<file path="config.mk">
export PLATFORM = sky130hd
export DESIGN_NAME = p2a_back
export DESIGN_NICKNAME = d
export VERILOG_FILES = /design/src/sv/p2a_pkg.sv /design/src/sv/p2a_back.sv
export SDC_FILE = /design/constraint.sdc
export NUM_CORES = 1
export LEC_CHECK = 0
export ABC_AREA = 1
export BUFFER_PORTS_ARGS = -buffer_cell sky130_fd_sc_hd__buf_2
export CORE_ASPECT_RATIO = 0.9
export CORE_MARGIN = 2
export CORE_UTILIZATION = 50
export CTS_CLUSTER_DIAMETER = 80
export DETAILED_ROUTE_END_ITERATION = 8
export PLACE_DENSITY = 0.76
export REMOVE_ABC_BUFFERS = 1
export SYNTH_ARGS = -nofsm -noshare
export SYNTH_HDL_FRONTEND = slang
export SYNTH_SLANG_ARGS = --single-unit
</file>
<file path="constraint.sdc">
create_clock -name clk_i -period 2.1 [get_ports clk_i]
set_clock_uncertainty 0.1 [all_clocks]
set_input_delay 0 -clock clk_i [delete_from_list [all_inputs] [get_ports clk_i]]
set_output_delay 0 -clock clk_i [all_outputs]
set_load 0.01 [all_outputs]
</file>
<file path="src/sv/p2a_pkg.sv">
package p2a_pkg;

  localparam int MAX_WIDTH  = 1024;
  localparam int MAX_HEIGHT = 4096;
  localparam int LINE_DEPTH = MAX_WIDTH / 2;
  localparam int COL_W      = $clog2(MAX_WIDTH);
  localparam int ROW_W      = $clog2(MAX_HEIGHT);
  localparam int BCOL_W     = $clog2(LINE_DEPTH);
  localparam int BROW_W     = ROW_W - 1;

  localparam int FW_W       = 11;
  localparam int FH_W       = 13;
  localparam int CFG_DATA_W = 13;
  localparam int CFG_IDX_W  = 1;

  localparam logic [FW_W-1:0] FW_RESET = 11'd640;
  localparam logic [FH_W-1:0] FH_RESET = 13'd480;
  localparam logic [FW_W-1:0] FW_MIN   = 11'd2;
  localparam logic [FW_W-1:0] FW_MAX   = FW_W'(MAX_WIDTH);
  localparam logic [FH_W-1:0] FH_MIN   = 13'd2;
  localparam logic [FH_W-1:0] FH_MAX   = FH_W'(MAX_HEIGHT);

  localparam logic [CFG_IDX_W-1:0] REG_FRAME_WIDTH  = 1'b0;
  localparam logic [CFG_IDX_W-1:0] REG_FRAME_HEIGHT = 1'b1;

  localparam int PAIR_W = 9;
  localparam int SUM_W  = 10;
  localparam int CHAR_W = 7;

  // result queue between front and back; the front holds off while the
  // pixels already in its pipe could overrun the queue
  localparam int QUE_DEPTH  = 8;
  localparam int QUE_PTR_W  = $clog2(QUE_DEPTH);
  localparam int QUE_LVL_W  = $clog2(QUE_DEPTH + 1);
  localparam int PIPE_SLACK = 4;

  localparam int RAMP_LEN = 70;
  localparam int IDX_W    = $clog2(RAMP_LEN);
  localparam logic [IDX_W-1:0] IDX_MAX = IDX_W'(RAMP_LEN - 1);

  // darkest first, brightest (space) last
  localparam logic [CHAR_W-1:0] RAMP [RAMP_LEN] = '{
    7'h24, 7'h40, 7'h42, 7'h25, 7'h38, 7'h26, 7'h57, 7'h4D, 7'h23, 7'h2A,
    7'h6F, 7'h61, 7'h68, 7'h6B, 7'h62, 7'h64, 7'h70, 7'h71, 7'h77, 7'h6D,
    7'h5A, 7'h4F, 7'h30, 7'h51, 7'h4C, 7'h43, 7'h4A, 7'h55, 7'h59, 7'h58,
    7'h7A, 7'h63, 7'h76, 7'h75, 7'h6E, 7'h78, 7'h72, 7'h6A, 7'h66, 7'h74,
    7'h2F, 7'h5C, 7'h7C, 7'h28, 7'h29, 7'h31, 7'h7B, 7'h7D, 7'h5B, 7'h5D,
    7'h3F, 7'h2D, 7'h5F, 7'h2B, 7'h7E, 7'h3C, 7'h3E, 7'h69, 7'h21, 7'h6C,
    7'h49, 7'h3B, 7'h3A, 7'h2C, 7'h22, 7'h5E, 7'h60, 7'h27, 7'h2E, 7'h20
  };

  typedef enum logic [1:0] {
    OP_NONE,
    OP_LEFT,
    OP_TOP,
    OP_BOT
  } op_e;

  typedef struct packed {
    logic [SUM_W-1:0]  sum;
    logic [BCOL_W-1:0] bcol;
    logic [BROW_W-1:0] brow;
    logic              row_end;
  } blk_t;

endpackage

</file>
<file path="src/sv/p2a_back.sv">
module p2a_back
  import p2a_pkg::*;
(
  input  logic              clk_i,
  input  logic              rst_ni,
  input  logic              q_nempty_i,
  input  blk_t              q_head_i,
  output logic              q_pop_o,
  input  logic              pop_i,
  output logic              empty_o,
  output logic [CHAR_W-1:0] char_code_o,
  output logic [BCOL_W-1:0] block_col_o,
  output logic [BROW_W-1:0] block_row_o,
  output logic              row_end_o
);

  logic [7:0]        avg;
  logic [14:0]       scaled;
  logic [14:0]       quot;
  logic [IDX_W-1:0]  idx;
  logic              out_vld_q;
  logic [CHAR_W-1:0] char_q;
  logic [BCOL_W-1:0] bcol_q;
  logic [BROW_W-1:0] brow_q;
  logic              end_q;

  // index = min(69, floor(avg*70/255)); x/255 as (x + (x>>8) + 1) >> 8
  always_comb begin
    avg    = q_head_i.sum[SUM_W-1:2];
    scaled = 15'({7'd0, avg} * 15'd70);
    quot   = (scaled + (scaled >> 8) + 15'd1) >> 8;
    idx    = quot[IDX_W-1:0];
    if (idx > IDX_MAX) begin
      idx = IDX_MAX;
    end
  end

  assign q_pop_o = q_nempty_i && (!out_vld_q || pop_i);

  always_ff @(posedge clk_i or negedge rst_ni) begin
    if (!rst_ni) begin
      out_vld_q <= 1'b0;
    end else if (q_pop_o) begin
      out_vld_q <= 1'b1;
    end else if (pop_i) begin
      out_vld_q <= 1'b0;
    end
  end

  always_ff @(posedge clk_i) begin
    if (q_pop_o) begin
      char_q <= RAMP[idx];
      bcol_q <= q_head_i.bcol;
      brow_q <= q_head_i.brow;
      end_q  <= q_head_i.row_end;
    end
  end

  assign empty_o     = !out_vld_q;
  assign char_code_o = char_q;
  assign block_col_o = bcol_q;
  assign block_row_o = brow_q;
  assign row_end_o   = end_q;

endmodule

</file>
* After elaboration in Yosys (flattened, before gate mapping)
Memories as Yosys holds them, arrays and structs flattened. A register that Yosys moved wholly into a read port is not among the register bits.
Cells that the tools add are included.
** Word-level totals
- Flip-flop bits (word level) :: 22
- Memories kept :: 1
- Input bits :: 35
- ROM bits :: 896
- Logic and storage cells :: 17
** Cells by class
- Add/sub/neg operators :: 2
- Bitwise gates (word level) :: 1
- Multipliers :: 1
- Order comparisons :: 1
- Reductions and logical operators :: 4
- Multiplexer cells :: 3
** Memory list
- (name not given) :: depth 128, width 7, rd ports 1, clocked after Yosys merged registers in 1, wr ports 0, line p2a_back.sv:52 : char_q <= RAMP[idx];
** Operators with widths (count)
- $add A15 B1 Y15 const B :: 1
- $add A15 B7 Y15 :: 1
- $mul A8 B6 Y14 const B :: 1
- $not A7 Y8 :: 1
- $gt A7 B7 Y1 const B :: 1
- $mux W7 :: 1
- $mux W1 :: 2
- $reduce_bool A2 Y1 :: 1
- $logic_and A1 B1 Y1 :: 1
- $logic_not A1 Y1 :: 1
- $logic_or A1 B1 Y1 :: 1

* Logic depth before layout (Yosys ltp)
- Depth in word-level cells :: 6
- Gate-level depth with buffers :: 38
- Gate-level depth less buffers :: 38

* Worst setup path after synthesis
OpenSTA, ideal clock, no wires.
- Path kind :: in2reg
- Start :: input port q_head_i[28] in the netlist's numbering
- End :: register char_q[4] (netlist: char_code_o[4]) (data pin)
- Arrival :: 4.501 ns
- Library setup time :: 0.253 ns
- Setup slack :: -2.753 ns
- Stages on the path :: 34
- Required time :: 1.747 ns
- Path through :: ha_1 -> ha_1 -> inv_1 -> fa_1 -> inv_1 -> ha_1 -> nand2_1 -> nand2_1 -> inv_1 -> nand2_1 -> nand4_1 -> nand2_1 -> nand2_1 -> inv_1 -> ha_1 -> nand2_1 -> nor2_1 -> nand4_2 -> nand2_2 -> nand3_4 -> xor2_2 -> nand2_4 -> nand2_2 -> inv_1 -> ha_1 -> or2_2 -> inv_1 -> nor2_1 -> nand3_1 -> nand2_1 -> nand2_1 -> nand2_1 -> nor2_1 -> nor2_1
** Between the ends
- Word-level cells in the longest chain between the ends :: 6
** RTL lines
- start: declaration :: line p2a_back.sv:7 : input blk_t q_head_i,
- $mul A8 B6 Y14 (*) :: line p2a_back.sv:30 : scaled = 15'({7'd0, avg} * 15'd70);
- $add A15 B7 Y15 (*) :: line p2a_back.sv:31 : quot = (scaled + (scaled >> 8) + 15'd1) >> 8;
- $add A15 B1 Y15 (*) :: line p2a_back.sv:31
- $gt A7 B7 Y1 :: line p2a_back.sv:33 : if (idx > IDX_MAX) begin
- $mux W7 (*) :: line p2a_back.sv:33
- $not A7 Y8 (implied by the code) (*) :: line p2a_back.sv:52
- end: declaration :: line p2a_back.sv:22 : logic [CHAR_W-1:0] char_q;
Mark *: on every way between the ends. The rest lies on a longest branch, timed or not.
A chain may end at the register's enable or synchronous reset.

* Final worst setup path
- Start :: input port q_head_i[29] in the netlist's numbering
- End :: register char_q[6] (netlist: char_code_o[6]) (data pin)
Same word-level chain as after synthesis.

==> summary.md <==
| Metric | Value |
|---|---|
| Crit path buf inv count | `10` |
| Worst skew pair latency | `approximately 270 ps` |
| CP max stage delay | `530 ps` |
| Final-report hold violation count | `0` |
| Ys flop type | `edfxtp_1` |
| First-pass GRT wire length | `19.99 mm` |
| Post-synth EDFFs | `28` |
| Placed Cells | `around 640` |
| Met2 Routed Length | `just under 7 mm` |
| Yosys warns | `0` |
| Pin count of the biggest net entering global routing | `30` |
| Failing checks | `setup timing` |
| Top Ports | `65` |
| Worst setup SP type | `input pin` |
| Mapped Area | `roughly 3000 um^2` |
| Crit Path Class | `in2reg` |
| Worst r2r path cells | `4` |
| Clk slew on worst S/H paths | `70 ps` |
| Int Pwr | `~3.1 mW` |
| Drt pass-1 iters | `7` |
| Clk pwr share | `7.1%` |
| Achievable clock frequency | `0.2034 GHz` |
| Total die area | `between 6000 and 7000 um^2` |
| Post-DRT Antenna Nets | `0` |
| Max-cap check violation count | `0` |
| Area leader, netlist | `edfxtp_1` |
| RR Endpoint | `block_col_o[3]$_DFFE_PP_` |
| Max VDD drop | `between 0.001 and 0.0015 V` |
| Die Ht | `~78 um` |
| PD cells | `between 1000 and 1500 nW/um^2` |
| CP arrival | `roughly 4800 ps` |
| Fin Hold WS | `325.9 ps` |
| Power, Total | `around 6.2 mW` |
| Net switching power | `3.095 mW` |
| Final WL | `roughly 16 mm` |
| Number of distinct library cells after synthesis | `33` |
| PnR worst setup slack | `-2817 ps` |
| Setup-failing EPs final | `7` |
| Number of port buffers | `just over 60` |
| Synth area leaders | `edfxtp_1, nand2_1, ha_1, nand3_1, inv_1` |
| Gr ovfl total | `0` |
| Commonest non-fill, non-tap cell in the layout | `buf_4` |
| Area Overhead vs Synth | `75.09%` |
| Utilization after layout | `roughly 92%` |
| Hold path cells | `4` |
| Layout cells sized above 1 | `49.69%` |
| CP delay by family, top | `simple AND/OR/NAND/NOR gates` |
| Total core area | `between 5000 and 6000 um^2` |
| Area post-placement | `around 4100 um^2` |
| Via count | `approximately 4,400` |
| Non-Filler Cell Area, Final | `between 5000 and 6000 um^2` |
| Clock sink count | `29` |
| Final Slew Violations | `0` |
| Drt wl/cell | `21.93 um` |
| Max-Slew Margin vs Limit | `approximately 65%` |
| Outcome | `finished, violations left` |
| Hold endpoint | `char_code_o[2]$_DFFE_PP_` |
| Die width | `approximately 86 um` |
| Reg-to-reg slack, setup | `about 730 ps` |
| Sequential share of the synthesized area | `between 20 and 30%` |
| Antenna cells | `0` |
| Max stage delay cell, worst path | `fa_1` |
| Initial DRC Count | `669` |
| Remaining DRCs | `0` |
| Worst r2r src | `out_vld_q$_DFFE_PN0P_` |
| Clk buf depth | `2` |
| Worst hold path type | `in2reg` |
| Register bit count reported by yosys | `29` |
| Commonest non-fill, non-tap cells in the layout | `buf_4, nand2_1, buf_2, nand3_1, inv_1` |
| Cell Count, Final, Fillers Out | `just over 700` |
| Routability cong. | `about 1.1` |
| CP Capture Type | `flop` |
| Average cell area after synthesis | `between 7 and 8 um^2` |
| Tmin final | `between 4000 and 5000 ps` |
| Sequential share of power | `between 10% and 20%` |
| Root buf cell | `clkbuf_8` |
| Combinational Power Share | `a little over 80%` |
| DPL Wire Length | `7.731 mm` |
| Measured slew at the worst slew-check pin | `about 520 ps` |
| Critical Path RT | `slightly above 2000 ps` |
| Hold Startpoint | `q_nempty_i` |
| RSZ-0062 raised after global routing | `true` |
| TritonCTS clock tree | `yes` |
| Met3 wire length | `roughly 2.1 mm` |
| Crit share post-route | `234.1%` |
| Initial antenna violation count | `0` |
| Fin nets | `between 700 and 800` |
| Tot GR Track Use | `a little under two fifths` |
| Depth of the CTS H-tree | `2` |
| Sw Ratio | `49.79%` |
| Share of Yosys cell area claimed by the top area cell type | `roughly 28%` |
| Pleak | `~2.7 nW` |
| Row count | `26` |
| TNS Setup | `-19,280 ps` |
| Post-Place Worst Slack | `-3094 ps` |
| Vias in the first global route | `roughly 4,000` |
| M1 WL | `~5 mm` |
| Mapped Cells | `417` |
| Top Layer Used | `met4` |
| Initial Util | `52.57%` |
| Routed vias/inst | `between 6 and 7` |
| Crit Path Max Fanout | `6` |
| Post-synth ARST share | `between 3 and 4%` |
| Num CTS Buffers | `5` |
[cell usage after synthesis, types with 2 or more instances]
library cell / count
nor2_4: 2
o21ai_1: 2
nor2_1: 26
edfxtp_1: 28
inv_1: 55
nand2_1: 134
nand4_1: 8
nand2_4: 5
nor2_2: 2
o21ai_0: 11
buf_6: 2
nand3b_1: 4
nand2_2: 7
ha_1: 36
xor2_2: 2
nand3_1: 57
xor2_1: 2
a21oi_2: 2
nand3_2: 4
fa_1: 4
buf_2: 2
a21oi_1: 10
inv_2: 2
[metal layers]
metal  track usage (%)  up-vias
met1             45.48     1929
li1                  -     1812
met2             67.13      492
met3             9.148      166
met5                 0        -
met4             14.53        0
[cell families (layout without fill, tap and decap cells)]
| family | Yosys count | count (layout) | synth area share [%] |
|---|---|---|---|
| AOI/OAI and AO/OA | 28 | 28 | 5.138 |
| xor gates and xnor gates | 4 | 4 | 1.644 |
| adders and majority gates | 40 | 40 | 17.43 |
| buffers and inverters | 63 | 284 | 8.467 |
| DFF | 29 | 29 | 28.44 |
| and+or+nand+nor | 253 | 253 | 38.88 |
[repair_timing]
item | 4_1_cts | 5_1_grt
buffers inserted | 27 | 10
pin swaps | 56 | 46
hold endpoints to repair | 23 | 0
resized for setup | 83 | 49
hold buffers | 25 | 0
setup endpoints to repair | 7 | 7
[worst max path at each step]
stage | from | endpoint | slack, ps | cells past startpoint
final | q_head_i[29] | char_code_o[6]$_DFFE_PP_ | -2820 | 34
after CTS | q_head_i[28] | char_code_o[2]$_DFFE_PP_ | -2260 | 38
after floorplan | q_head_i[28] | char_code_o[4]$_DFFE_PP_ | -2810 | 34
after global routing | q_head_i[29] | char_code_o[4]$_DFFE_PP_ | -2870 | 37
after detailed placement | q_head_i[28] | char_code_o[4]$_DFFE_PP_ | -3090 | 35
after global placement | q_head_i[28] | char_code_o[1]$_DFFE_PP_ | -2980 | 33
[power groups by stage]
stage | Sequential, mW | Clock (mW) | Combinational [mW]
floorplan | 0.799 | 0 | 1.82
global placement | 0.759 | 0 | 3.32
detailed placement | 0.762 | 0 | 3.33
CTS | 0.750 | 0.426 | 4.05
global route | 0.759 | 0.461 | 5.24
finish | 0.756 | 0.442 | 5.02
[flip-flops by register name (all words and copies together) (netlist names)]
| name | cells |
|---|---|
| block_row_o | 11 |
| out_vld_q | 1 |
| row_end_o | 1 |
| char_code_o | 7 |
| block_col_o | 9 |
[layout make-up]
class	count	area, um^2
multi-input cells	325	2459
inverters	58	227.7
well taps	70	87.58
flip-flops and latches	29	865.8
fillers	202	460.4
repair buffers	218	1608
clock buffers	6	72.57
clock inverters	2	10.01
[worst register-to-register path, stage by stage, from the launching register on]
cell and delay [ps]:
dfrtp_1 350, inv_1 80, nor2_1 60, nor2_2 80
buf_4 360
No activity file was read; power rests on OpenSTA's default activity.
