[config.mk]
export PLATFORM = sky130hd
export DESIGN_NAME = p2a_fifo
export DESIGN_NICKNAME = d
export VERILOG_FILES = /design/src/sv/p2a_pkg.sv /design/src/sv/p2a_fifo.sv
export SDC_FILE = /design/constraint.sdc
export NUM_CORES = 1
export LEC_CHECK = 0
export BUFFER_PORTS_ARGS = -buffer_cell sky130_fd_sc_hd__buf_2
export CAP_MARGIN = 20
export CORE_UTILIZATION = 52
export DETAILED_ROUTE_END_ITERATION = 6
export HOLD_SLACK_MARGIN = 0.1
export PLACE_DENSITY = 0.74
export SLEW_MARGIN = 20
export SYNTH_ARGS = -nofsm -noshare
export SYNTH_HDL_FRONTEND = slang
export SYNTH_SLANG_ARGS = --single-unit
[constraint.sdc]
create_clock -name clk_i -period 3.8 [get_ports clk_i]
set_input_delay 0 -clock clk_i [delete_from_list [all_inputs] [get_ports clk_i]]
set_output_delay 0 -clock clk_i [all_outputs]
set_load 0.03 [all_outputs]
[src/sv/p2a_pkg.sv]
package p2a_pkg;

  localparam int MAX_WIDTH  = 1024;
  localparam int MAX_HEIGHT = 4096;
  localparam int LINE_DEPTH = MAX_WIDTH / 2;
  localparam int COL_W      = $clog2(MAX_WIDTH);
  localparam int ROW_W      = $clog2(MAX_HEIGHT);
  localparam int BCOL_W     = $clog2(LINE_DEPTH);
  localparam int BROW_W     = ROW_W - 1;

  localparam int FW_W       = 11;
  localparam int FH_W       = 13;
  localparam int CFG_DATA_W = 13;
  localparam int CFG_IDX_W  = 1;

  localparam logic [FW_W-1:0] FW_RESET = 11'd640;
  localparam logic [FH_W-1:0] FH_RESET = 13'd480;
  localparam logic [FW_W-1:0] FW_MIN   = 11'd2;
  localparam logic [FW_W-1:0] FW_MAX   = FW_W'(MAX_WIDTH);
  localparam logic [FH_W-1:0] FH_MIN   = 13'd2;
  localparam logic [FH_W-1:0] FH_MAX   = FH_W'(MAX_HEIGHT);

  localparam logic [CFG_IDX_W-1:0] REG_FRAME_WIDTH  = 1'b0;
  localparam logic [CFG_IDX_W-1:0] REG_FRAME_HEIGHT = 1'b1;

  localparam int PAIR_W = 9;
  localparam int SUM_W  = 10;
  localparam int CHAR_W = 7;

  // result queue between front and back; the front holds off while the
  // pixels already in its pipe could overrun the queue
  localparam int QUE_DEPTH  = 8;
  localparam int QUE_PTR_W  = $clog2(QUE_DEPTH);
  localparam int QUE_LVL_W  = $clog2(QUE_DEPTH + 1);
  localparam int PIPE_SLACK = 4;

  localparam int RAMP_LEN = 70;
  localparam int IDX_W    = $clog2(RAMP_LEN);
  localparam logic [IDX_W-1:0] IDX_MAX = IDX_W'(RAMP_LEN - 1);

  // darkest first, brightest (space) last
  localparam logic [CHAR_W-1:0] RAMP [RAMP_LEN] = '{
    7'h24, 7'h40, 7'h42, 7'h25, 7'h38, 7'h26, 7'h57, 7'h4D, 7'h23, 7'h2A,
    7'h6F, 7'h61, 7'h68, 7'h6B, 7'h62, 7'h64, 7'h70, 7'h71, 7'h77, 7'h6D,
    7'h5A, 7'h4F, 7'h30, 7'h51, 7'h4C, 7'h43, 7'h4A, 7'h55, 7'h59, 7'h58,
    7'h7A, 7'h63, 7'h76, 7'h75, 7'h6E, 7'h78, 7'h72, 7'h6A, 7'h66, 7'h74,
    7'h2F, 7'h5C, 7'h7C, 7'h28, 7'h29, 7'h31, 7'h7B, 7'h7D, 7'h5B, 7'h5D,
    7'h3F, 7'h2D, 7'h5F, 7'h2B, 7'h7E, 7'h3C, 7'h3E, 7'h69, 7'h21, 7'h6C,
    7'h49, 7'h3B, 7'h3A, 7'h2C, 7'h22, 7'h5E, 7'h60, 7'h27, 7'h2E, 7'h20
  };

  typedef enum logic [1:0] {
    OP_NONE,
    OP_LEFT,
    OP_TOP,
    OP_BOT
  } op_e;

  typedef struct packed {
    logic [SUM_W-1:0]  sum;
    logic [BCOL_W-1:0] bcol;
    logic [BROW_W-1:0] brow;
    logic              row_end;
  } blk_t;

endpackage

[src/sv/p2a_fifo.sv]
module p2a_fifo
  import p2a_pkg::*;
(
  input  logic                 clk_i,
  input  logic                 rst_ni,
  input  logic                 push_i,
  input  blk_t                 data_i,
  input  logic                 pop_i,
  output blk_t                 head_o,
  output logic                 nempty_o,
  output logic [QUE_LVL_W-1:0] level_o
);

  blk_t                 slot_q [QUE_DEPTH];
  logic [QUE_PTR_W-1:0] wptr_q, rptr_q;
  logic [QUE_LVL_W-1:0] level_q, level_d;
  logic                 do_pop;

  assign nempty_o = level_q != '0;
  assign do_pop   = pop_i && nempty_o;
  assign head_o   = slot_q[rptr_q];
  assign level_o  = level_q;

  always_comb begin
    level_d = level_q;
    if (push_i && !do_pop) begin
      level_d = level_q + 1'b1;
    end else if (do_pop && !push_i) begin
      level_d = level_q - 1'b1;
    end
  end

  always_ff @(posedge clk_i or negedge rst_ni) begin
    if (!rst_ni) begin
      wptr_q  <= '0;
      rptr_q  <= '0;
      level_q <= '0;
    end else begin
      level_q <= level_d;
      if (push_i) begin
        wptr_q <= wptr_q + 1'b1;
      end
      if (do_pop) begin
        rptr_q <= rptr_q + 1'b1;
      end
    end
  end

  always_ff @(posedge clk_i) begin
    if (push_i) begin
      slot_q[wptr_q] <= data_i;
    end
  end

endmodule

# Word level (Yosys, flattened, before mapping)

Memories as Yosys holds them, arrays and structs flattened.
Cells that the tools add are included.

Bitwise logic cells: 0
Divide/modulo/power cells: 0
Shifts and indexed selects: 0
Equal/unequal tests: 0
Add/sub/neg operators: 4
Order comparisons: 0
Multiply operators: 0
Muxes and demuxes: 4
Reduce and logical (&&, ||, !) cells: 7

Operators with widths:

| operator                                          | count |
|---|---|
| two-way mux 4 bit                                 | 2 |
| adder 3 x 1 -> 3 bit (second input constant)      | 2 |
| adder 4 x 1 -> 4 bit (second input constant)      | 1 |
| nonzero test 4 bit                                | 1 |
| subtractor 4 x 1 -> 4 bit (second input constant) | 1 |
| logical AND 1 bit                                 | 3 |
| zero test 1 bit                                   | 2 |
| two-way mux 1 bit                                 | 2 |
| nonzero test 2 bit                                | 1 |

Word-level logic and storage cells: 19
Input bits: 35
Flip-flop bits (word level): 10
Memories kept: 1
Memory bits (read-only): 0
Memory bits (writable): 248
Bits in latches: 0
Output and inout bits: 36

Memories:

| name   | depth | width | rd ports | clocked after memory_dff | wr ports | line           | text |
|---|---|---|---|---|---|---|---|
| slot_q | 8     | 31    | 1        | 0                        | 1        | p2a_fifo.sv:14 | `blk_t slot_q [QUE_DEPTH];` |

# Logic depth before layout (Yosys ltp)

Gate-level depths: netlist of run 1.

Depth in word-level cells: 5
Mapped depth: 8
Depth with buffers taken out: 8

# Worst setup path before layout of run 1

No wires, ideal clock.

Path type: register to register
Start: register wptr_q[1]
End: memory slot_q[0][0] (netlist name), enable pin
Cell stages (with the launch flop): 3
Data required time: 3.342 ns
Clock period less this slack: 3.171 ns
Buffers on the path: 0
Arrival time: 2.713 ns
Setup slack: 0.629 ns
Library setup time: 0.458 ns
Path through: dfrtp_1 -> nand2b_1 -> nor3_1

RTL lines:

| what                     | line           | text |
|---|---|---|
| start: declaration       | p2a_fifo.sv:15 | `logic [QUE_PTR_W-1:0] wptr_q, rptr_q;` |
| start signal: assignment | p2a_fifo.sv:41 | `wptr_q <= wptr_q + 1'b1;` |
| end: declaration         | p2a_fifo.sv:14 |  |

No word-level cell before the write port.

# Final worst setup path of run 1

Start: register level_q[3] (netlist: level_o[3])
End: register level_q[3] (netlist: level_o[3])

Cells in the longest elaborated chain, start to end: 5
Elaborated cells between the ends (all ways): 10
Classes of those cells: 2 x add/sub; 2 x mux; 6 x reduce/logical

RTL lines:

| what                                                                              | line           | text |
|---|---|---|
| start: declaration                                                                | p2a_fifo.sv:16 | `logic [QUE_LVL_W-1:0] level_q, level_d;` |
| start signal: assignment                                                          | p2a_fifo.sv:39 | `level_q <= level_d;` |
| parallel branches: the longest is 5 deep, another holds subtractor 4 x 1 -> 4 bit | n/a            |  |

Parallel ways; which one is timed is not known. The select of a mux whose other input is x is not followed.
A chain may end at the register's enable or synchronous reset.

==> flow_summary.yaml, run 1 <==
outcome:
  status: "finished clean"
routing:
  vias_per_cell: 5.59
  wl_per_cell_um: 22.1
  antenna_left: 0
  drt_iter0_drc: 269
  wl_um: 18200
  drt_pre_antenna_iters: 7
  drc: 0
  num_vias: 4590
layout:
  drive_gt1_share_pct: 29.4
  final_common_cell: "edfxtp_1"
  fillers: 1287
  multi_input_area_um2: 2380
  seq_area_um2: 7700
  mostFrequentLayoutCells: "248 x edfxtp_1, 70 x buf_2, 62 x mux4_1"
  n_antenna_cell: 0
  final_util_pct: 63.6
  syn2layout_area_growth_pct: 18.4
  final_nets: 584
  layout.cells.non_filler: 821
floorplan:
  initial_core_util_pct: 53.7
  dieArea_um2: 20100
  rows: 50
  die_x_um: 142
  ios: 71
  coreArea_um2: 18900
  die_h_um: 142
worst_setup_path:
  cp.required_ns: 4.20
  setup.worst_path.start: "level_o[3]$_DFFE_PN0P_"
  crit_slowest_cell: "or4_1"
  worst_setup_path_end_kind: "register"
  critPathMaxFanout: 6
  cp_top_family: "simple AND/OR/NAND/NOR gates"
  crit_chain: "or4_1 -> nand2_1 -> ha_1 -> inv_1 -> ha_1 -> or4_1 -> o211ai_1 -> o211ai_1"
  r2r-start: "level_o[3]$_DFFE_PN0P_"
  max_stage_delay_ns: 0.58
  cp-start-kind: "register"
  path_buf_inv: 1
  rr_worst_depth: 8
  crit_arrival_ns: 3.25
  crit_cells: 8
  path_class: "reg2reg"
cts:
  insertion_delay_ns: 0.52
  cts_inserted_buffers: 26
  cts.sinks: 258
  cts_root_buf: "clkbuf_16"
  cts-resized-gates: 0
  cts_max_level: 1
  cts_tree: "built"
  path_clk_slew_ns: 0.06
  clock_path_buffers: 3
synthesis:
  synth_area_um2: 10100
  async_flop_share_pct: 3.88
  synth.yosys.seq_area_share_pct: 75.9
  syn_inst: 418
  postSynthAreaPerCell_um2: 24.3
  synth.largest_area_cell: "edfxtp_1"
  synth.top_cell.area_share_pct: 73.4
  yosys_warnings: 0
  synth_edf_count: 248
  synthTopCellsByArea: "edfxtp_1 73%, mux4_1 16%, mux2_2 3.8%"
  ys_types: 26
  ys.flop_type: "edfxtp_1"
  ys_ff_latch: 258
  synth_nets: 459
power:
  p_int_mw: 6.23
  p_clk_share_pct: 26.1
  total_leakage_power_nw: 4.16
  p_sw_mw: 2.95
  vdd.ir_drop.worst_mv: 0.496
  power_frac_comb_pct: 29.9
  sw_frac_of_total_pct: 32.1
  power_density_nw_per_um2: 764
  pwr-share-seq_pct: 44.0
timing:
  drv_slew: 0
  tns_ns: 0
  worst_pin_slew_ns: 1.08
  hold_violations: 0
  setup_slack_ns: 0.946
  slew_headroom_pct: 27.9
  setup_viol: 0
  fmax_mhz: 350
  hold_slack_ns: 0.278
  clock_skew_ns: 0.00551
  fin_crit_sh_pct: 75.1
  rsz0062_at_grt: "false"
  timing.final.crit_period_ns: 2.85
global_route:
  grt_pass1_vias: 4850
  grt_max_degree: 65
  grt_first_pass_wirelength_um: 27400
  antenna_found_initial: 0
  grt_use_total_pct: 18.8
  grt_overflow_total: 0
min_path:
  min_path_cells: 3
  hold_start: "push_i"
  hold_path_class: "in2reg"
job:
  maxCapViolations: 0
place:
  dp_slack_ns: 0.975
  portBuffers: 70
  gp_congestion: 0.728
  place_inst: 740
  dpl.hpwl_um: 9930
-- routing by layer --
metal	vias up	wire length (um)	GRT usage [%]
li1	2083	-	-
met1	2372	7620	23.2
met2	103	9420	33.5
met3	32	681	3.48
met4	0	444	5.94
met5	-	0	0
-- cell usage after synthesis, drive strengths merged, types with 2 or more instances --
cell type  instances
or4                2
clkbuf             6
buf               13
mux2              34
a21oi              2
nand2              6
ha                 5
xnor2              5
nor3               3
edfxtp           248
o211ai             2
nand2b             3
mux4              62
nand3              3
dfrtp             10
nor2               6
-- through the flow --
step,area [um2],power (mW)
5_1_grt,12000,9.56
4_1_cts,12000,9.28
3_3_place_gp,10900,6.77
2_1_floorplan,10100,6.06
3_5_place_dp,10900,6.86
6_report,12000,9.18
-- worst paths after layout --
path	slack, ns	end
min in group asynchronous	0.51	level_o[0]$_DFFE_PN0P_
max	0.95	level_o[3]$_DFFE_PN0P_
max reg2reg	0.95	level_o[3]$_DFFE_PN0P_
max in group asynchronous	2.93	rptr_q[0]$_DFFE_PN0P_
min	0.28	wptr_q[0]$_DFFE_PN0P_
min reg2reg	0.55	level_o[2]$_DFFE_PN0P_
-- logic make-up (layout without fill, tap and decap cells) --
kind of cell	Yosys count	after routing	synth area share (%)
AOI/OAI and AO/OA	6	6	0.407
xor gates and xnor gates	6	6	0.518
adders and majority gates	6	6	0.814
buffers and inverters	20	163	1.27
DFF	258	258	75.9
muxes	97	97	19.9
and+or+nand+nor	25	25	1.21
-- power by group through the flow --
stage	sequential, mW	clock [mW]	combinational [mW]
2_1_floorplan	3.79	0	2.27
5_1_grt	4.10	2.53	2.92
3_5_place_dp	4.11	0	2.74
6_report	4.04	2.39	2.75
3_3_place_gp	4.08	0	2.69
4_1_cts	4.06	2.44	2.79
-- flip-flops by register name, summed over array words and instances (netlist names) --
signal   flops
slot_q     248
rptr_q       3
wptr_q       3
level_o      4
-- tightest hold or removal path, stage by stage --
cell           delay (ns)
dlygate4sd3_1        0.52
buf_2                0.17
xor2_1               0.08
-- repair_timing --
action	in CTS	in global routing
endpoints found under the hold margin	265	0
hold buffers	35	0
buffers inserted	0	0
-- final cells by class --
type                            instances  area share (%)
Timing Repair Buffer                  116            6.63
Tap cell                              260            2.71
Clock inverter                         16            1.18
Clock buffer                           30            5.54
Inverter                                1          0.0313
Multi-Input combinational cell        140            19.8
Sequential cell                       258            64.1
Power figures use the tool's default switching activity.
==> run 2: changes to the inputs <==
Settings changed: ABC_AREA set to 1, PLACE_DENSITY 0.74 to 0.77.
Clock period 3.8 ns to 2.5 ns, I/O delays scaled along.
==> run 2 against run 1 <==
  * Via count grew 46%
  * Setup slack got worse by 0.70 ns
  * Final area up 1.9%
  * Clock-buffer cell count is the same
  * Critical path type is now reg2out
==> flow_summary.yaml, run 2 <==
outcome:
  status: "finished clean"
synthesis:
  synth.largest_area_cell: "edfxtp_1"
  synthTopCellsByArea: "edfxtp_1 71%, nand2_1 9.7%, nor2_1 5.9%"
  synth_common_cells: "270 x nand2_1, 248 x edfxtp_1, 166 x nor2_1"
  synth_nets: 936
  synth_area_um2: 10500
  synth_edf_count: 248
  postSynthAreaPerCell_um2: 11.7
  synth_most_common_cell: "nand2_1"
  syn_inst: 895
  yosys_warnings: 0
  async_flop_share_pct: 3.88
  ys_ff_latch: 258
  ys.flop_type: "edfxtp_1"
  ys_types: 23
  synth.yosys.seq_area_share_pct: 73.4
  synth.top_cell.area_share_pct: 71.0
place:
  dp_slack_ns: 0.559
  dpl.hpwl_um: 11700
  gp_congestion: 0.811
  portBuffers: 70
floorplan:
  die_x_um: 144
  initial_core_util_pct: 53.6
  coreArea_um2: 19600
  dieArea_um2: 20800
  die_h_um: 144
  ios: 71
  rows: 51
timing:
  rsz0062_at_grt: "false"
  drv_slew: 0
  timing.final.crit_period_ns: 2.25
  fmax_mhz: 444
  worst_pin_slew_ns: 0.815
  slew_headroom_pct: 45.6
  setup_slack_ns: 0.247
  tns_ns: 0
  hold_violations: 0
  fin_crit_sh_pct: 90.1
  setup_viol: 0
  clock_skew_ns: 0.0135
cts:
  cts_root_buf: "clkbuf_16"
  cts_tree: "built"
  insertion_delay_ns: 0.52
  cts_inserted_buffers: 25
  cts_max_level: 1
  cts.sinks: 258
  post_cts_buffers: 0
  clock_path_buffers: 3
  path_clk_slew_ns: 0.06
power:
  p_clk_share_pct: 23.3
  power_frac_comb_pct: 39.3
  vdd.ir_drop.worst_mv: 0.777
  sw_frac_of_total_pct: 39.2
  power_mw: 14.5
  total_leakage_power_nw: 4.66
  p_sw_mw: 5.69
  power_density_nw_per_um2: 1190
  pwr-share-seq_pct: 37.5
  p_int_mw: 8.83
global_route:
  antenna_found_initial: 0
  grt_pass1_vias: 6466
  grt_use_total_pct: 20.9
  grt_max_degree: 126
  grt_first_pass_wirelength_um: 32700
  grt_overflow_total: 0
routing:
  wl_um: 20900
  antenna_left: 0
  drt_pre_antenna_iters: 5
  wl_per_cell_um: 16.3
  num_vias: 6719
  vias_per_cell: 5.24
  drc: 0
  drt_iter0_drc: 573
worst_setup_path:
  cp.required_ns: 2.50
  crit_arrival_ns: 2.25
  worst_setup_path_end_kind: "output pin"
  critPathMaxFanout: 125
  path_class: "reg2out"
  cp-start-kind: "register"
layout:
  largest_reg_flops: 248
  largest-register: "slot_q"
  mostFrequentLayoutCells: "270 x nand2_1, 248 x edfxtp_1, 158 x nor2_1"
  drive_gt1_share_pct: 13.1
  final_nets: 1042
  n_antenna_cell: 0
  syn2layout_area_growth_pct: 16.7
  final_common_cell: "nand2_1"
job:
  maxCapViolations: 0
min_path:
  hold_path_class: "in2reg"
==> run 2: power by group through the flow <==
stage / logic (mW) / clock network, mW / registers, mW
floorplan: 4.16 / 0 / 5.56
global placement: 5.56 / 0 / 5.50
detailed placement: 5.66 / 0 / 5.53
CTS: 5.73 / 3.44 / 5.44
global route: 6.32 / 3.61 / 5.47
finish: 5.70 / 3.38 / 5.44
==> run 2: worst max-delay path, cell delays in order, from the launching register on <==
cell,delay [ns]
dfrtp_4,0.46
buf_12,0.43
o21ai_0,0.19
o21ai_0,0.20
nand2_1,0.07
nand2_1,0.13
buf_2,0.21
==> run 2: layout make-up <==
class	count	area, um2
sequential	258	7700
fill	1502	7350
timing repair buffer	125	938
clock inverter	14	83.8
inverter	11	51.3
multi-input combinational	580	2490
clock buffer	30	644
tap	265	332
==> run 2: cells by family (layout without fill, tap and decap cells) <==
logic type,Yosys count,after routing,share of synthesized area (%)
adder cells (fa/ha/maj),6,6,0.787
AO/OA/AOI/OAI,128,128,6.11
flip-flops,258,258,73.4
buffers and inverters,57,180,3.48
AND/OR/NAND/NOR,441,441,15.8
XOR/XNOR,5,5,0.417
==> run 2: layer usage <==
metal,wire (um),up-vias,track usage (%)
met5,0,-,0
met4,643,0,8.90
met3,1040,44,3.05
met2,10400,190,35.6
met1,8830,3227,27.0
li1,-,3258,-
==> run 2: worst paths after layout <==
check | depth (start not counted) | startpoint | slack [ns] | endpoint
min in group asynchronous | 3 | rst_ni | 0.50 | rptr_q[1]$_DFFE_PN0P_
max in group asynchronous | 3 | rst_ni | 1.65 | rptr_q[0]$_DFFE_PN0P_
setup reg to reg | 10 | level_o[0]$_DFFE_PN0P_ | 0.53 | level_o[3]$_DFFE_PN0P_
setup / recovery | 6 | rptr_q[0]$_DFFE_PN0P_ | 0.25 | head_o[0]
hold reg to reg | 2 | wptr_q[0]$_DFFE_PN0P_ | 0.54 | wptr_q[0]$_DFFE_PN0P_
hold / removal | 2 | data_i[16] | 0.29 | slot_q[6][16]$_DFFE_PP_
==> run 2: per-stage QoR <==
step	util [%]	hold WS, ns	std cells	area, um2
global route	62.5	0.293	1283	12200
CTS	62.5	0.282	1283	12200
detailed placement	57.0	-0.129	1204	11200
finish	62.5	0.287	1283	12200
floorplan	-	-0.296	895	10500
global placement	57.0	-0.125	1204	11200
==> run 2: what timing repair did <==
action,4_1_cts,5_1_grt
setup endpoints to repair,0,1
hold buffers,35,0
resized for setup,0,1
endpoints found under the hold margin,268,0
==> run 3: changes to the inputs <==
Settings changed: GPL_TIMING_DRIVEN set to 0.
==> run 3 against run 2 <==
  * Setup slack got worse by 0.081 ns
  * Final cell count increased by 2.8%
  * Sequential cell count is the same
  * Final area grew 3.7%
  * Wire length increased by 18%
  * Largest cell class unchanged
  * Largest power group unchanged
  * Highest routed layer unchanged
==> flow_summary.yaml, run 3 (synthesis gave the netlist of run 2 again) <==
routing:
  wl_um: 24600
  drt_pre_antenna_iters: 5
  drc: 0
  num_vias: 7088
  vias_per_cell: 5.37
  antenna_left: 0
  wl_per_cell_um: 18.6
  drt_iter0_drc: 676
worst_setup_path:
  path_class: "reg2out"
  crit_cells: 8
  max_stage_delay_ns: 0.50
  regToRegSetupSlack_ns: 0.46
  rr_worst_depth: 10
  r2r_end: "level_o[3]$_DFFE_PN0P_"
  cp-start-kind: "register"
  crit_arrival_ns: 2.33
  r2r-start: "level_o[3]$_DFFE_PN0P_"
  path_buf_inv: 4
  critPathCapture: "head_o[4]"
  crit_slowest_cell: "clkbuf_1"
  worst_setup_path_end_kind: "output pin"
  setup.worst_path.start: "rptr_q[0]$_DFFE_PN0P_"
  cp_top_family: "buffers and inverters"
  crit_top_cell: "nand2_1"
  crit_chain: "buf_6 -> inv_6 -> clkbuf_1 -> o21ai_0 -> nand2_1 -> nand2_1 -> nand2_1 -> buf_2"
  critPathMaxFanout: 10
  cp.required_ns: 2.50
min_path:
  hold_path_class: "in2reg"
cts:
  cts_tree: "built"
  clock_path_buffers: 3
  cts_inserted_buffers: 26
  path_clk_slew_ns: 0.06
  post_cts_buffers: 0
  cts_max_level: 1
  insertion_delay_ns: 0.52
  cts_root_buf: "clkbuf_16"
  cts.sinks: 258
  cts-resized-gates: 0
layout:
  layout.cells.non_filler: 1319
  final_nets: 1077
  fillers: 1381
  seq_area_um2: 7700
  final_util_pct: 64.8
  mostFrequentLayoutCells: "270 x nand2_1, 248 x edfxtp_1, 158 x nor2_1"
  final_common_cell: "nand2_1"
  largest-register: "slot_q"
  syn2layout_area_growth_pct: 21.0
  n_antenna_cell: 0
  drive_gt1_share_pct: 15.7
  largest_reg_flops: 248
  fin_area_um2: 12700
  multi_input_area_um2: 2490
place:
  placed_area_um2: 11400
  dp_slack_ns: 0.487
  portBuffers: 70
  dpl.hpwl_um: 14500
  gp_congestion: 0.774
  place_inst: 1238
power:
  power_density_nw_per_um2: 1250
  total_leakage_power_nw: 4.89
  vdd.ir_drop.worst_mv: 0.761
floorplan:
  dieArea_um2: 20800
  die_h_um: 144
  die_x_um: 144
  rows: 51
  initial_core_util_pct: 53.6
  coreArea_um2: 19600
  ios: 71
global_route:
  grt_use_total_pct: 24.3
  antenna_found_initial: 0
  grt_first_pass_wirelength_um: 36700
  grt_overflow_total: 0
  grt_pass1_vias: 6759
  grt_max_degree: 21
job:
  maxCapViolations: 0
timing:
  drv_slew: 0
  setup_viol: 0
  tns_ns: 0
  timing.final.crit_period_ns: 2.33
  rsz0062_at_grt: "false"
  setup_slack_ns: 0.165
  slew_headroom_pct: 48.2
  fin_crit_sh_pct: 93.4
  clock_skew_ns: 0.00749
  worst_pin_slew_ns: 0.775
  hold_violations: 0
  fmax_mhz: 428
outcome:
  status: "finished clean"
## run 3: cell types whose count changed in the layout (fill, tap and decap cells not counted), moves of 5 or more
| cell | delta |
|---|---|
| buf_4 | -10 |
| buf_16 | +7 |
| clkinv_1 | -5 |
| buf_6 | +10 |
| buf_2 | +17 |
## run 3: layout make-up
class	count	area share, %
clock inverters	19	1.74
flip-flops and latches	258	60.6
inverters	11	0.384
plain buffers	46	2.49
well taps	265	2.61
repair buffers	113	7.19
multi-input cells	580	19.6
clock buffers	27	5.32
## run 3: where the power goes
| part | total, mW | leakage (nW) | internal, mW | switching [mW] |
|---|---|---|---|---|
| Clock | 4.03 | 0.445 | 2.47 | 1.56 |
| Combinational | 6.38 | 2.08 | 1.90 | 4.48 |
| Sequential | 5.44 | 2.37 | 5.26 | 0.177 |
## run 3: repair_timing
item                       CTS  global route
hold buffers                35             0
hold endpoints to repair   268             0
setup endpoints to repair    0             0
## run 3: metrics by stage
| step | hold slack, ns | total power, mW |
|---|---|---|
| 6_report | 0.291 | 15.8 |
| 5_1_grt | 0.302 | 16.7 |
| 4_1_cts | 0.271 | 15.9 |
| 3_5_place_dp | -0.127 | 11.8 |
| 3_3_place_gp | -0.126 | 11.5 |
| 2_1_floorplan | -0.296 | 9.72 |
## run 3: per-layer routing
metal  track usage (%)  wire, um
met1              32.0      9840
met2              40.5     12000
met3              3.77      1860
met4              9.69       851
met5                 0         0
## run 3: how the worst min path moves through the flow
stage | startpoint | slack [ns] | cells after the start | endpoint
6_report | data_i[19] | 0.29 | 2 | slot_q[6][19]$_DFFE_PP_
3_3_place_gp | rst_ni | -0.13 | 1 | level_o[2]$_DFFE_PN0P_
3_5_place_dp | rst_ni | -0.13 | 1 | level_o[3]$_DFFE_PN0P_
5_1_grt | data_i[23] | 0.30 | 2 | slot_q[7][23]$_DFFE_PP_
2_1_floorplan | rst_ni | -0.30 | 0 | level_o[0]$_DFFE_PN0P_
4_1_cts | data_i[15] | 0.27 | 2 | slot_q[6][15]$_DFFE_PP_
